`src/rtl/ignition_power_timer_with_heartbeat_assert.svh`:
```
// Assertion macros for the ignition power timer.
`ifndef IGNITION_POWER_TIMER_WITH_HEARTBEAT_ASSERT_SVH
`define IGNITION_POWER_TIMER_WITH_HEARTBEAT_ASSERT_SVH

// The consequent must hold in the same cycle as the antecedent.
`define IPTHB_ASSERT_NOW(name, clk, rst, ante, cons) \
   name: assert property (@(posedge clk) disable iff (rst) (ante) |-> (cons)) \
      else $error("ipthb assertion failed");

// The consequent must hold in the cycle after the antecedent.
`define IPTHB_ASSERT_NEXT(name, clk, rst, ante, cons) \
   name: assert property (@(posedge clk) disable iff (rst) (ante) |=> (cons)) \
      else $error("ipthb assertion failed");

`endif

```
`src/rtl/ipthb_pkg.sv`:
```
// Package with types and constants for the ignition power timer.
`timescale 1ns / 1ps

package ipthb_pkg;

   localparam int unsigned CsrIndexWidth = 3;
   localparam int unsigned CsrDataWidth = 23;

   typedef enum logic [CsrIndexWidth-1:0] {
      CSR_ADC_THRESHOLD  = 3'd0,
      CSR_ON_DELAY       = 3'd1,
      CSR_OFF_DELAY      = 3'd2,
      CSR_LED_OFF_POINT  = 3'd3,
      CSR_HB_WINDOW      = 3'd4,
      CSR_HB_SAMPLE      = 3'd5,
      CSR_HB_MIN_EDGES   = 3'd6,
      CSR_RESTART_HOLD   = 3'd7
   } csr_index_type;

   typedef struct packed {
      logic [7:0]  adc_threshold;
      logic [15:0] on_delay;
      logic [22:0] off_delay;
      logic [22:0] led_off_point;
      logic [21:0] heartbeat_window;
      logic [5:0]  heartbeat_sample;
      logic [15:0] heartbeat_min_edges;
      logic [19:0] restart_hold;
   } config_type;

   typedef struct packed {
      logic        phase_active;
      logic [15:0] supply_timeout;
      logic [15:0] on_countdown;
      logic [22:0] off_countdown;
      logic [21:0] window_countdown;
      logic [5:0]  sample_countdown;
      logic        heartbeat_prev;
      logic        heartbeat_cur;
      logic [15:0] edge_count;
      logic [19:0] hold_countdown;
      logic        switch_reg;
      logic        led_reg;
   } state_type;

   localparam config_type ConfigReset = '{
      adc_threshold:       8'd10,
      on_delay:            16'd45000,
      off_delay:           23'd5400000,
      led_off_point:       23'd5355000,
      heartbeat_window:    22'd2160000,
      heartbeat_sample:    6'd50,
      heartbeat_min_edges: 16'd7000,
      restart_hold:        20'd108000
   };

   localparam logic [15:0] EdgeCountReset = 16'd5000;
   localparam logic [15:0] EdgeCountMax = 16'hFFFF;

   localparam state_type StateReset = '{
      phase_active:     1'b0,
      supply_timeout:   16'd0,
      on_countdown:     16'd0,
      off_countdown:    23'd0,
      window_countdown: ConfigReset.heartbeat_window,
      sample_countdown: ConfigReset.heartbeat_sample,
      heartbeat_prev:   1'b0,
      heartbeat_cur:    1'b0,
      edge_count:       EdgeCountReset,
      hold_countdown:   20'd0,
      switch_reg:       1'b0,
      led_reg:          1'b0
   };

endpackage

```
`src/rtl/ignition_power_timer_with_heartbeat.sv`:
```
// Top level of the ignition power timer with heartbeat watchdog.
// The result of an accepted word is registered and shows in the cycle after it is accepted.
// Throughput: one word per cycle; the tick update is one pass of logic into the state registers.
// Input stalls only while a result waits and the output is stalled.
// Reset: synchronous, active high; state and configuration return to their defaults.
// The result register comes out of reset empty.
`timescale 1ns / 1ps
`include "ignition_power_timer_with_heartbeat_assert.svh"

module ignition_power_timer_with_heartbeat (
   input  logic                                  clock,
   input  logic                                  reset,
   input  logic                                  req_valid,
   output logic                                  req_stall,
   input  logic                                  req_ignition_in,
   input  logic [7:0]                            req_supply_sample,
   input  logic                                  req_heartbeat_in,
   output logic                                  rsp_valid,
   input  logic                                  rsp_stall,
   output logic                                  rsp_switch_on,
   output logic                                  rsp_led_on,
   output logic                                  rsp_active,
   output logic                                  rsp_holding,
   input  logic                                  csr_write_en,
   input  logic [ipthb_pkg::CsrIndexWidth-1:0]   csr_index,
   input  logic [ipthb_pkg::CsrDataWidth-1:0]    csr_wdata
);
   import ipthb_pkg::*;

   config_type cfg_ff;
   config_type cfg_in;
   state_type  st_ff;
   state_type  st_in;
   logic       rsp_valid_ff;
   logic       rsp_valid_in;
   logic       rsp_switch_ff;
   logic       rsp_led_ff;
   logic       rsp_active_ff;
   logic       rsp_holding_ff;
   logic       req_accept;

   assign req_stall = rsp_valid_ff & rsp_stall;
   assign req_accept = req_valid & ~req_stall;

   always_comb begin
      cfg_in = cfg_ff;
      if (csr_write_en) begin
         case (csr_index_type'(csr_index))
            CSR_ADC_THRESHOLD:  cfg_in.adc_threshold = csr_wdata[7:0];
            CSR_ON_DELAY:       cfg_in.on_delay = csr_wdata[15:0];
            CSR_OFF_DELAY:      cfg_in.off_delay = csr_wdata[22:0];
            CSR_LED_OFF_POINT:  cfg_in.led_off_point = csr_wdata[22:0];
            CSR_HB_WINDOW:      cfg_in.heartbeat_window = csr_wdata[21:0];
            CSR_HB_SAMPLE:      cfg_in.heartbeat_sample = csr_wdata[5:0];
            CSR_HB_MIN_EDGES:   cfg_in.heartbeat_min_edges = csr_wdata[15:0];
            CSR_RESTART_HOLD:   cfg_in.restart_hold = csr_wdata[19:0];
            default:            cfg_in = cfg_ff;
         endcase
      end
   end

   // One tick of the controller: idle gate, watchdog hold, then heartbeat and supply timing.
   always_comb begin
      st_in = st_ff;
      if (req_accept) begin
         if (!st_ff.phase_active) begin
            if ((req_supply_sample < cfg_ff.adc_threshold) || req_ignition_in) begin
               st_in.switch_reg = 1'b0;
            end else if (cfg_ff.on_delay == 16'd0) begin
               st_in.switch_reg = 1'b0;
               st_in.led_reg = 1'b0;
            end else begin
               st_in.on_countdown = cfg_ff.on_delay;
               st_in.off_countdown = cfg_ff.off_delay;
               st_in.supply_timeout = cfg_ff.on_delay;
               st_in.phase_active = 1'b1;
            end
         end else if (st_ff.hold_countdown != 20'd0) begin
            st_in.hold_countdown = st_ff.hold_countdown - 20'd1;
            if (st_in.hold_countdown == 20'd0) begin
               if (st_in.led_reg) begin
                  st_in.switch_reg = 1'b1;
               end
               st_in.edge_count = 16'd0;
            end
         end else begin
            if (!st_in.switch_reg) begin
               st_in.edge_count = 16'd0;
               st_in.window_countdown = cfg_ff.heartbeat_window;
               st_in.sample_countdown = cfg_ff.heartbeat_sample;
            end
            st_in.window_countdown = st_in.window_countdown - 22'd1;
            st_in.sample_countdown = st_in.sample_countdown - 6'd1;
            if (st_in.sample_countdown == 6'd0) begin
               st_in.heartbeat_prev = st_in.heartbeat_cur;
               st_in.heartbeat_cur = req_heartbeat_in;
               st_in.sample_countdown = cfg_ff.heartbeat_sample;
               if (!st_in.heartbeat_prev && st_in.heartbeat_cur
                   && (st_in.edge_count != EdgeCountMax)) begin
                  st_in.edge_count = st_in.edge_count + 16'd1;
               end
            end
            if (st_in.window_countdown == 22'd0) begin
               st_in.window_countdown = cfg_ff.heartbeat_window;
               if (st_in.edge_count > cfg_ff.heartbeat_min_edges) begin
                  st_in.edge_count = 16'd0;
                  st_in.switch_reg = 1'b1;
               end else begin
                  st_in.switch_reg = 1'b0;
                  st_in.hold_countdown = cfg_ff.restart_hold;
                  if (cfg_ff.restart_hold == 20'd0) begin
                     if (st_in.led_reg) begin
                        st_in.switch_reg = 1'b1;
                     end
                     st_in.edge_count = 16'd0;
                  end
               end
            end

            if (req_supply_sample > cfg_ff.adc_threshold) begin
               if (req_ignition_in) begin
                  st_in.on_countdown = cfg_ff.on_delay;
                  if (st_in.off_countdown < cfg_ff.led_off_point) begin
                     st_in.led_reg = 1'b0;
                  end
                  if (st_in.off_countdown == 23'd0) begin
                     st_in.supply_timeout = cfg_ff.on_delay;
                     st_in.switch_reg = 1'b0;
                  end else begin
                     st_in.off_countdown = st_in.off_countdown - 23'd1;
                  end
               end else begin
                  st_in.off_countdown = cfg_ff.off_delay;
                  if (st_in.on_countdown == 16'd0) begin
                     st_in.led_reg = 1'b1;
                     st_in.switch_reg = 1'b1;
                  end else begin
                     st_in.on_countdown = st_in.on_countdown - 16'd1;
                  end
               end
            end else begin
               st_in.supply_timeout = st_in.supply_timeout - 16'd1;
            end
            if (st_in.supply_timeout == 16'd0) begin
               st_in.led_reg = 1'b0;
               st_in.switch_reg = 1'b0;
               st_in.phase_active = 1'b0;
            end
         end
      end
   end

   always_comb begin
      rsp_valid_in = rsp_valid_ff;
      if (req_accept) begin
         rsp_valid_in = 1'b1;
      end else if (!rsp_stall) begin
         rsp_valid_in = 1'b0;
      end
   end

   always_ff @(posedge clock) begin
      if (reset) begin
         cfg_ff <= ConfigReset;
         st_ff <= StateReset;
         rsp_valid_ff <= 1'b0;
      end else begin
         cfg_ff <= cfg_in;
         st_ff <= st_in;
         rsp_valid_ff <= rsp_valid_in;
      end
   end

   always_ff @(posedge clock) begin
      if (req_accept) begin
         rsp_switch_ff <= st_in.switch_reg;
         rsp_led_ff <= st_in.led_reg;
         rsp_active_ff <= st_in.phase_active;
         rsp_holding_ff <= (st_in.hold_countdown != 20'd0);
      end
   end

   assign rsp_valid = rsp_valid_ff;
   assign rsp_switch_on = rsp_switch_ff;
   assign rsp_led_on = rsp_led_ff;
   assign rsp_active = rsp_active_ff;
   assign rsp_holding = rsp_holding_ff;

   `IPTHB_ASSERT_NOW(a_stall_needs_word, clock, reset, !rsp_valid_ff, !req_stall)
   `IPTHB_ASSERT_NEXT(a_accept_gives_word, clock, reset, req_accept, rsp_valid_ff)
   `IPTHB_ASSERT_NEXT(a_state_holds_idle, clock, reset, !reset && !req_accept, $stable(st_ff))

endmodule

```
`config.mk`:
```
export PLATFORM = sky130hd
export DESIGN_NAME = ignition_power_timer_with_heartbeat
export DESIGN_NICKNAME = d
export VERILOG_FILES = /design/src/rtl/ipthb_pkg.sv /design/src/rtl/ignition_power_timer_with_heartbeat.sv
export VERILOG_INCLUDE_DIRS = /design/src /design/src/rtl
export SDC_FILE = /design/constraint.sdc
export NUM_CORES = 1
export LEC_CHECK = 0
export BUFFER_PORTS_ARGS = -buffer_cell sky130_fd_sc_hd__buf_2
export CORE_ASPECT_RATIO = 1.2
export CORE_MARGIN = 2
export CORE_UTILIZATION = 40
export CTS_BUF_LIST = sky130_fd_sc_hd__clkbuf_8 sky130_fd_sc_hd__clkbuf_16
export CTS_CLUSTER_SIZE = 20
export DETAILED_ROUTE_END_ITERATION = 7
export MAX_ROUTING_LAYER = met4
export SLEW_MARGIN = 20
export SYNTH_ARGS = -nofsm -noshare
export SYNTH_HDL_FRONTEND = slang
export SYNTH_SLANG_ARGS = --single-unit
```
`constraint.sdc`:
```
create_clock -name clock -period 8.24 [get_ports clock]
set_input_delay 1.648 -clock clock [delete_from_list [all_inputs] [get_ports clock]]
set_output_delay 1.648 -clock clock [all_outputs]
set_load 0.01 [all_outputs]
```
==> results of run 1 <==
==> how the worst min path moves through the flow <==
stage	start	endpoint	slack [ps]
2_1_floorplan	cfg_ff[89]$_SDFFE_PP0P_	cfg_ff[89]$_SDFFE_PP0P_	440
3_3_place_gp	cfg_ff[99]$_SDFFE_PP0P_	cfg_ff[99]$_SDFFE_PP0P_	440
3_5_place_dp	cfg_ff[99]$_SDFFE_PP0P_	cfg_ff[99]$_SDFFE_PP0P_	450
4_1_cts	cfg_ff[99]$_SDFFE_PP0P_	cfg_ff[99]$_SDFFE_PP0P_	460
5_1_grt	cfg_ff[78]$_SDFFE_PP0P_	cfg_ff[78]$_SDFFE_PP0P_	480
6_report	cfg_ff[99]$_SDFFE_PP0P_	cfg_ff[99]$_SDFFE_PP0P_	460
==> per-layer routing <==
metal  wire [µm]  track usage [%]  vias up
met5           0                -        -
met4        1280             8.16        0
met3        2430             2.78       83
met2       24700             44.6      420
met1       21200             30.6     7114
li1            -                -     7194
==> logic make-up (layout without fill, tap and decap cells) <==
kind of cell | Yosys count | in the layout | share of synthesized area (%)
DFF | 262 | 262 | 35.0
muxes | 34 | 34 | 2.34
AOI/OAI and AO/OA | 523 | 523 | 22.3
other | 0 | 3 | 0
adders and majority gates | 56 | 56 | 4.64
buffers and inverters | 200 | 212 | 5.10
xor gates and xnor gates | 61 | 61 | 3.54
and+or+nand+nor | 889 | 889 | 27.1
==> area by class of cell <==
class | count | area [µm²]
Timing Repair Buffer | 78 | 477
Tap cell | 474 | 593
Multi-Input combinational cell | 1563 | 9070
Clock inverter | 17 | 206
Inverter | 79 | 297
Fill cell | 3779 | 20200
Antenna cell | 3 | 7.51
Clock buffer | 38 | 872
Sequential cell | 262 | 5290
==> cell usage after synthesis, types with 7 or more instances <==
cell type	count
a211o_1	9
a211oi_1	32
a21o_1	29
a21oi_1	171
a221oi_1	17
a22oi_1	26
a31oi_1	17
a32oi_1	8
and2_1	15
and3_1	18
buf_1	7
clkbuf_1	101
dfxtp_1	258
ha_1	56
inv_1	77
mux2i_1	27
nand2_1	367
nand2b_1	16
nand3_1	62
nand4_1	28
nor2_1	192
nor2b_1	15
nor3_1	76
nor4_1	30
nor4b_1	7
o211ai_1	42
o21ai_0	92
o21bai_1	7
o31ai_1	10
or2_2	9
or3_1	20
or4_1	10
xnor2_1	33
xor2_1	28
==> per-stage QoR <==
stage | power, mW | cell area (µm²) | setup WS [ps] | utilization, %
5_1_grt | 3.56 | 16800 | 1940 | 45.4
3_3_place_gp | 1.98 | 15700 | 2560 | 42.5
3_5_place_dp | 1.99 | 15700 | 2420 | 42.5
4_1_cts | 3.44 | 16800 | 2390 | 45.4
2_1_floorplan | 1.80 | 15100 | 1220 | -
6_report | 3.43 | 16800 | 2320 | 45.5
==> state kept, by name, summed over array words and instances, names as in the netlist <==
signal	count
st_ff	123
rsp_active	1
rsp_valid	1
rsp_switch_on	1
rsp_holding	1
cfg_ff	134
rsp_led_on	1
==> power groups by stage <==
| stage | Clock (mW) | Combinational (mW) | Sequential [mW] |
|---|---|---|---|
| after CTS | 1.48 | 0.581 | 1.38 |
| after global placement | 0 | 0.571 | 1.41 |
| final | 1.46 | 0.585 | 1.38 |
| after detailed placement | 0 | 0.577 | 1.41 |
| after global routing | 1.53 | 0.647 | 1.39 |
| after floorplan | 0 | 0.414 | 1.39 |
==> worst min-delay path, delay by kind of cell (launching register included) <==
kind / cells / cell delay, ps
AOI/OAI and AO/OA: 1 / 50
DFF: 1 / 310
and+or+nand+nor: 1 / 50
==> metrics, run 1 <==
post-route ant nets 0; grt ovf 0; Netlist Area Pre-Place 0.0151 mm²; area leader, netlist dfxtp_1; share of cells above drive strength 1 7.95%; Resized Gates After CTS 0; switch share 29.1%; setup TNS 0 ps; post-synth top area share 34.2%; Final nets 2111; vias per std cell 5.89; FF-to-FF Start st_ff[1]$_SDFF_PP0_; final wirelength 49600 µm; Cells on Worst Hold Path 2; clock network power share 42.5%; most frequent CP cell a21oi_1; most frequent cells in the layout nand2_1, dfxtp_1, nor2_1, a21oi_1, o21ai_0; # port buffers 46; DRT iter0 DRCs 1343; max_slew headroom 35.2%; Combinational Power Share 17.1%; CTS Sinks 262; number of non-filler instances in the completed layout 2514; cts bufs inserted 30; Skew-Pair Late Insertion Delay 570 ps; ys flop type dfxtp_1; syn_nets 2122; Max Cap Violations 0; DRT Pass-1 Iters 6; Core ar. 0.0370 mm²; CTS tree built; top post-synthesis cells by area dfxtp_1, nand2_1, a21oi_1, nor2_1, ha_1; Min Hold Slack 455 ps; critical path depth 22; Die Wd 181 µm; Die Y 217 µm; asr flop ratio synth 0%; max-slew violation count 0; post-route clock skew 11.7 ps; CP Buf/Inv Count 2; RePlAce Congestion 0.925; peak supply drop 0.177 mV; root buffer cell clkbuf_16; detailed-placement wirelength estimate 34100 µm; Hold Fails Final Rpt 0; Top delay family on crit path compound AO/OA/AOI/OAI gates; WP data arrival 6210 ps; CTS clk-pin slew, worst paths 60 ps; reg2reg end rsp_holding$_DFFE_PP_; internal power 2.43 mW; CP max FO 66; Crit Path Class reg2reg; CP endpoint kind flop; Setup Fix Bufs, Post-CTS 0; post-layout min period 5920 ps; Least-Margin Pin Slew 970 ps; Static Leakage 6.65 nW; initial core utilization 40.8%; vias in the first global route 14100; CP Capture Point rsp_holding$_DFFE_PP_; P_sw 0.998 mW; WP data required 8530 ps; library cells used by synthesis 79; R2R depth 22; drt wl/cell 19.7 µm; placed cell count 2456; initial antenna violation count 2; nature of the critical path startpoint flop; Clock H-tree levels 1; most common cell after layout, fill and taps aside nand2_1; Residual DRC 0; pin count of the biggest net entering global routing 78; Fmax 169 MHz; RSZ-0062 raised after global routing no; YS warnings 0; area grow syn2layout 11.3%; Top Ports 47; first-pass GRT wire length 78200 µm; clock buffer depth 3; run status finished, final reports clean; period utilization 71.8%; hold buffer count at cts 0; Syn Area/Cell 7.46 µm²; die area 0.0393 mm²; Synth Register Bits 262; Worst setup startpoint st_ff[1]$_SDFF_PP0_; class of the worst hold path reg2reg; Sequential Power Share 40.4%; CP peak stage delay 810 ps; setup violators final 0; reg-to-reg setup timing slack 2320 ps; Post-Syn Instances 2025; Tot GR Track Use 25.5%; # rows 77; Slowest cell on crit path dfxtp_4; PwrDens 204 mW/mm²; Post-synth EDFFs 4; CP cell instances mux2i_1 > ha_1 > xor2_1 > nand4b_1 > a2111oi_2 > buf_4 > o211a_1 > and3_1 > nand3_1 > xor2_1 > nor2_1 > ha_1 > nand4_1 > a21oi_1 > a211oi_1 > a21oi_1 > inv_1 > and3_1 > a21oi_1 > o211ai_1 > nor4b_1 > nand4_1; routed via count 14800; Seq/Total Area, Yosys 35.0%
Power figures use the tool's default switching activity.
==> inputs of run 2 (changes only) <==
==> constraint.sdc (replaced) <==
create_clock -name clock -period 6.05 [get_ports clock]
set_input_delay 1.21 -clock clock [delete_from_list [all_inputs] [get_ports clock]]
set_output_delay 1.21 -clock clock [all_outputs]
set_load 0.01 [all_outputs]
==> run 2 against run 1 <==
  * Fmax up 8.5%
  * Largest power group is now registers
  * Sequential share of layout area up 0.17 points
  * Register-to-register slack worse by 1700 ps
  * Combinational power up 34%
  * Global-route usage down 0.067 points
  * Non-clock buffer count up 2
  * Worst hold slack better by 1.1 ps
  * Clock skew up 25 ps
  * Sequential power up 36%
  * Worst setup slack worse by 1700 ps
  * Wire length down 0.57%
  * Sequential cell count unchanged
==> metrics, run 2 (same netlist as run 1, synthesis figures left out) <==
run status finished, final reports clean; CP max FO 40; post-route clock skew 36.4 ps; grt ovf 0; clock buffer depth 3; most frequent CP cell buf_4; hold buffer count at cts 0; Tot GR Track Use 25.4%; root buffer cell clkbuf_16; Hold Fails Final Rpt 0; post-route ant nets 0; detailed-placement wirelength estimate 34200 µm; CP peak stage delay 570 ps; setup TNS 0 ps; max reg flops 134; routed via count 14800; initial core utilization 40.8%; CP cell instances buf_4 > buf_4 > or4b_1 > a222oi_1 > buf_4 > nand2_2 > or3b_4 > mux2_4 > nor4b_4 > buf_4 > and3_1 > a21oi_1 > o211ai_1 > nor4b_1 > nand4_1; # port buffers 46; max-slew violation count 0; Slowest cell on crit path dfxtp_4; critical path depth 15; class of the worst hold path reg2reg; dpl cell area 0.0158 mm²; Crit Path Class reg2reg; R2R depth 15; Setup Fix Bufs, Post-CTS 0; Cells on Worst Hold Path 2; post-layout min period 5460 ps; Least-Margin Pin Slew 1040 ps; drt wl/cell 19.6 µm; initial antenna violation count 1; RSZ-0062 raised after global routing no; area grow syn2layout 10.8%; period utilization 90.2%; final wirelength 49300 µm; DRT iter0 DRCs 1181; vias per std cell 5.90; WP data arrival 5880 ps; CP endpoint kind flop; PwrDens 265 mW/mm²; max_slew headroom 31.0%; CTS Sinks 262; Die Y 217 µm; Clock H-tree levels 1; Die Wd 181 µm; first-pass GRT wire length 78000 µm; # rows 77; die area 0.0393 mm²; Static Leakage 6.62 nW; finished layout cell area 0.0167 mm²; Top delay family on crit path simple AND/OR/NAND/NOR gates; CTS clk-pin slew, worst paths 60 ps; Final nets 2113; DRT Pass-1 Iters 6; RePlAce Congestion 0.940; cts bufs inserted 30; Max Cap Violations 0; Skew-Pair Late Insertion Delay 590 ps; Top Ports 47; most common cell after layout, fill and taps aside nand2_1; CP Buf/Inv Count 4; most frequent cells in the layout nand2_1, dfxtp_1, nor2_1, a21oi_1, o21ai_0; WP data required 6480 ps; vias in the first global route 14000; Top reg by flops cfg_ff; Fmax 183 MHz; Top Registers cfg_ff x134, st_ff x123; pin count of the biggest net entering global routing 113; peak supply drop 0.197 mV; Residual DRC 0; Core ar. 0.0370 mm²; setup violators final 0; nature of the critical path startpoint flop; CTS tree built; share of cells above drive strength 1 8.04%
[run 2: path summary, 6_finish.rpt]
check	from	end	slack [ps]
worst min-delay path	cfg_ff[90]$_SDFFE_PP0P_	cfg_ff[90]$_SDFFE_PP0P_	460
worst min register to register	cfg_ff[90]$_SDFFE_PP0P_	cfg_ff[90]$_SDFFE_PP0P_	460
worst max register to register	st_ff[1]$_SDFF_PP0_	rsp_holding$_DFFE_PP_	590
worst max-delay path	st_ff[1]$_SDFF_PP0_	rsp_holding$_DFFE_PP_	590
[run 2: routing by layer]
metal,part of all wire [%],GRT usage (%),up-vias
met2,49,43.9,452
met4,3.3,8.21,0
met3,5.2,2.59,102
li1,-,-,7206
met1,43,31.1,7083
met5,0,-,-
[run 2: final cells by class]
type / count / area [µm²]
clock buffers: 37 / 858
multi-input cells: 1563 / 9090
clock inverters: 19 / 104
repair buffers: 80 / 492
fillers: 3788 / 20300
well taps: 474 / 593
flip-flops and latches: 262 / 5290
inverters: 79 / 297
diodes: 1 / 2.50
[run 2: per-stage QoR]
step	util [%]	instances	power, mW	hold WS, ps	setup WS [ps]
after floorplan	-	2025	2.46	436	38.2
after global placement	42.6	2458	2.69	443	685
after detailed placement	42.6	2458	2.70	448	521
after CTS	45.2	2514	4.47	457	456
after global routing	45.2	2515	4.64	479	158
final	45.2	2515	4.44	456	594
[run 2: tightest hold or removal path, stage by stage, from the launching register on]
cell,delay [ps]
dfxtp_1,310
nand2_1,50
a21oi_1,50
[run 2: where the power goes]
part	switching (mW)	total, mW	internal, mW
combinational	0.503	0.786	0.283
sequential	0.0824	1.88	1.80
clock	0.769	1.77	1.00
[run 2: timing repair]
item,4_1_cts,5_1_grt
resized for setup,0,1
endpoints found under the setup margin,0,1
hold endpoints to repair,0,0
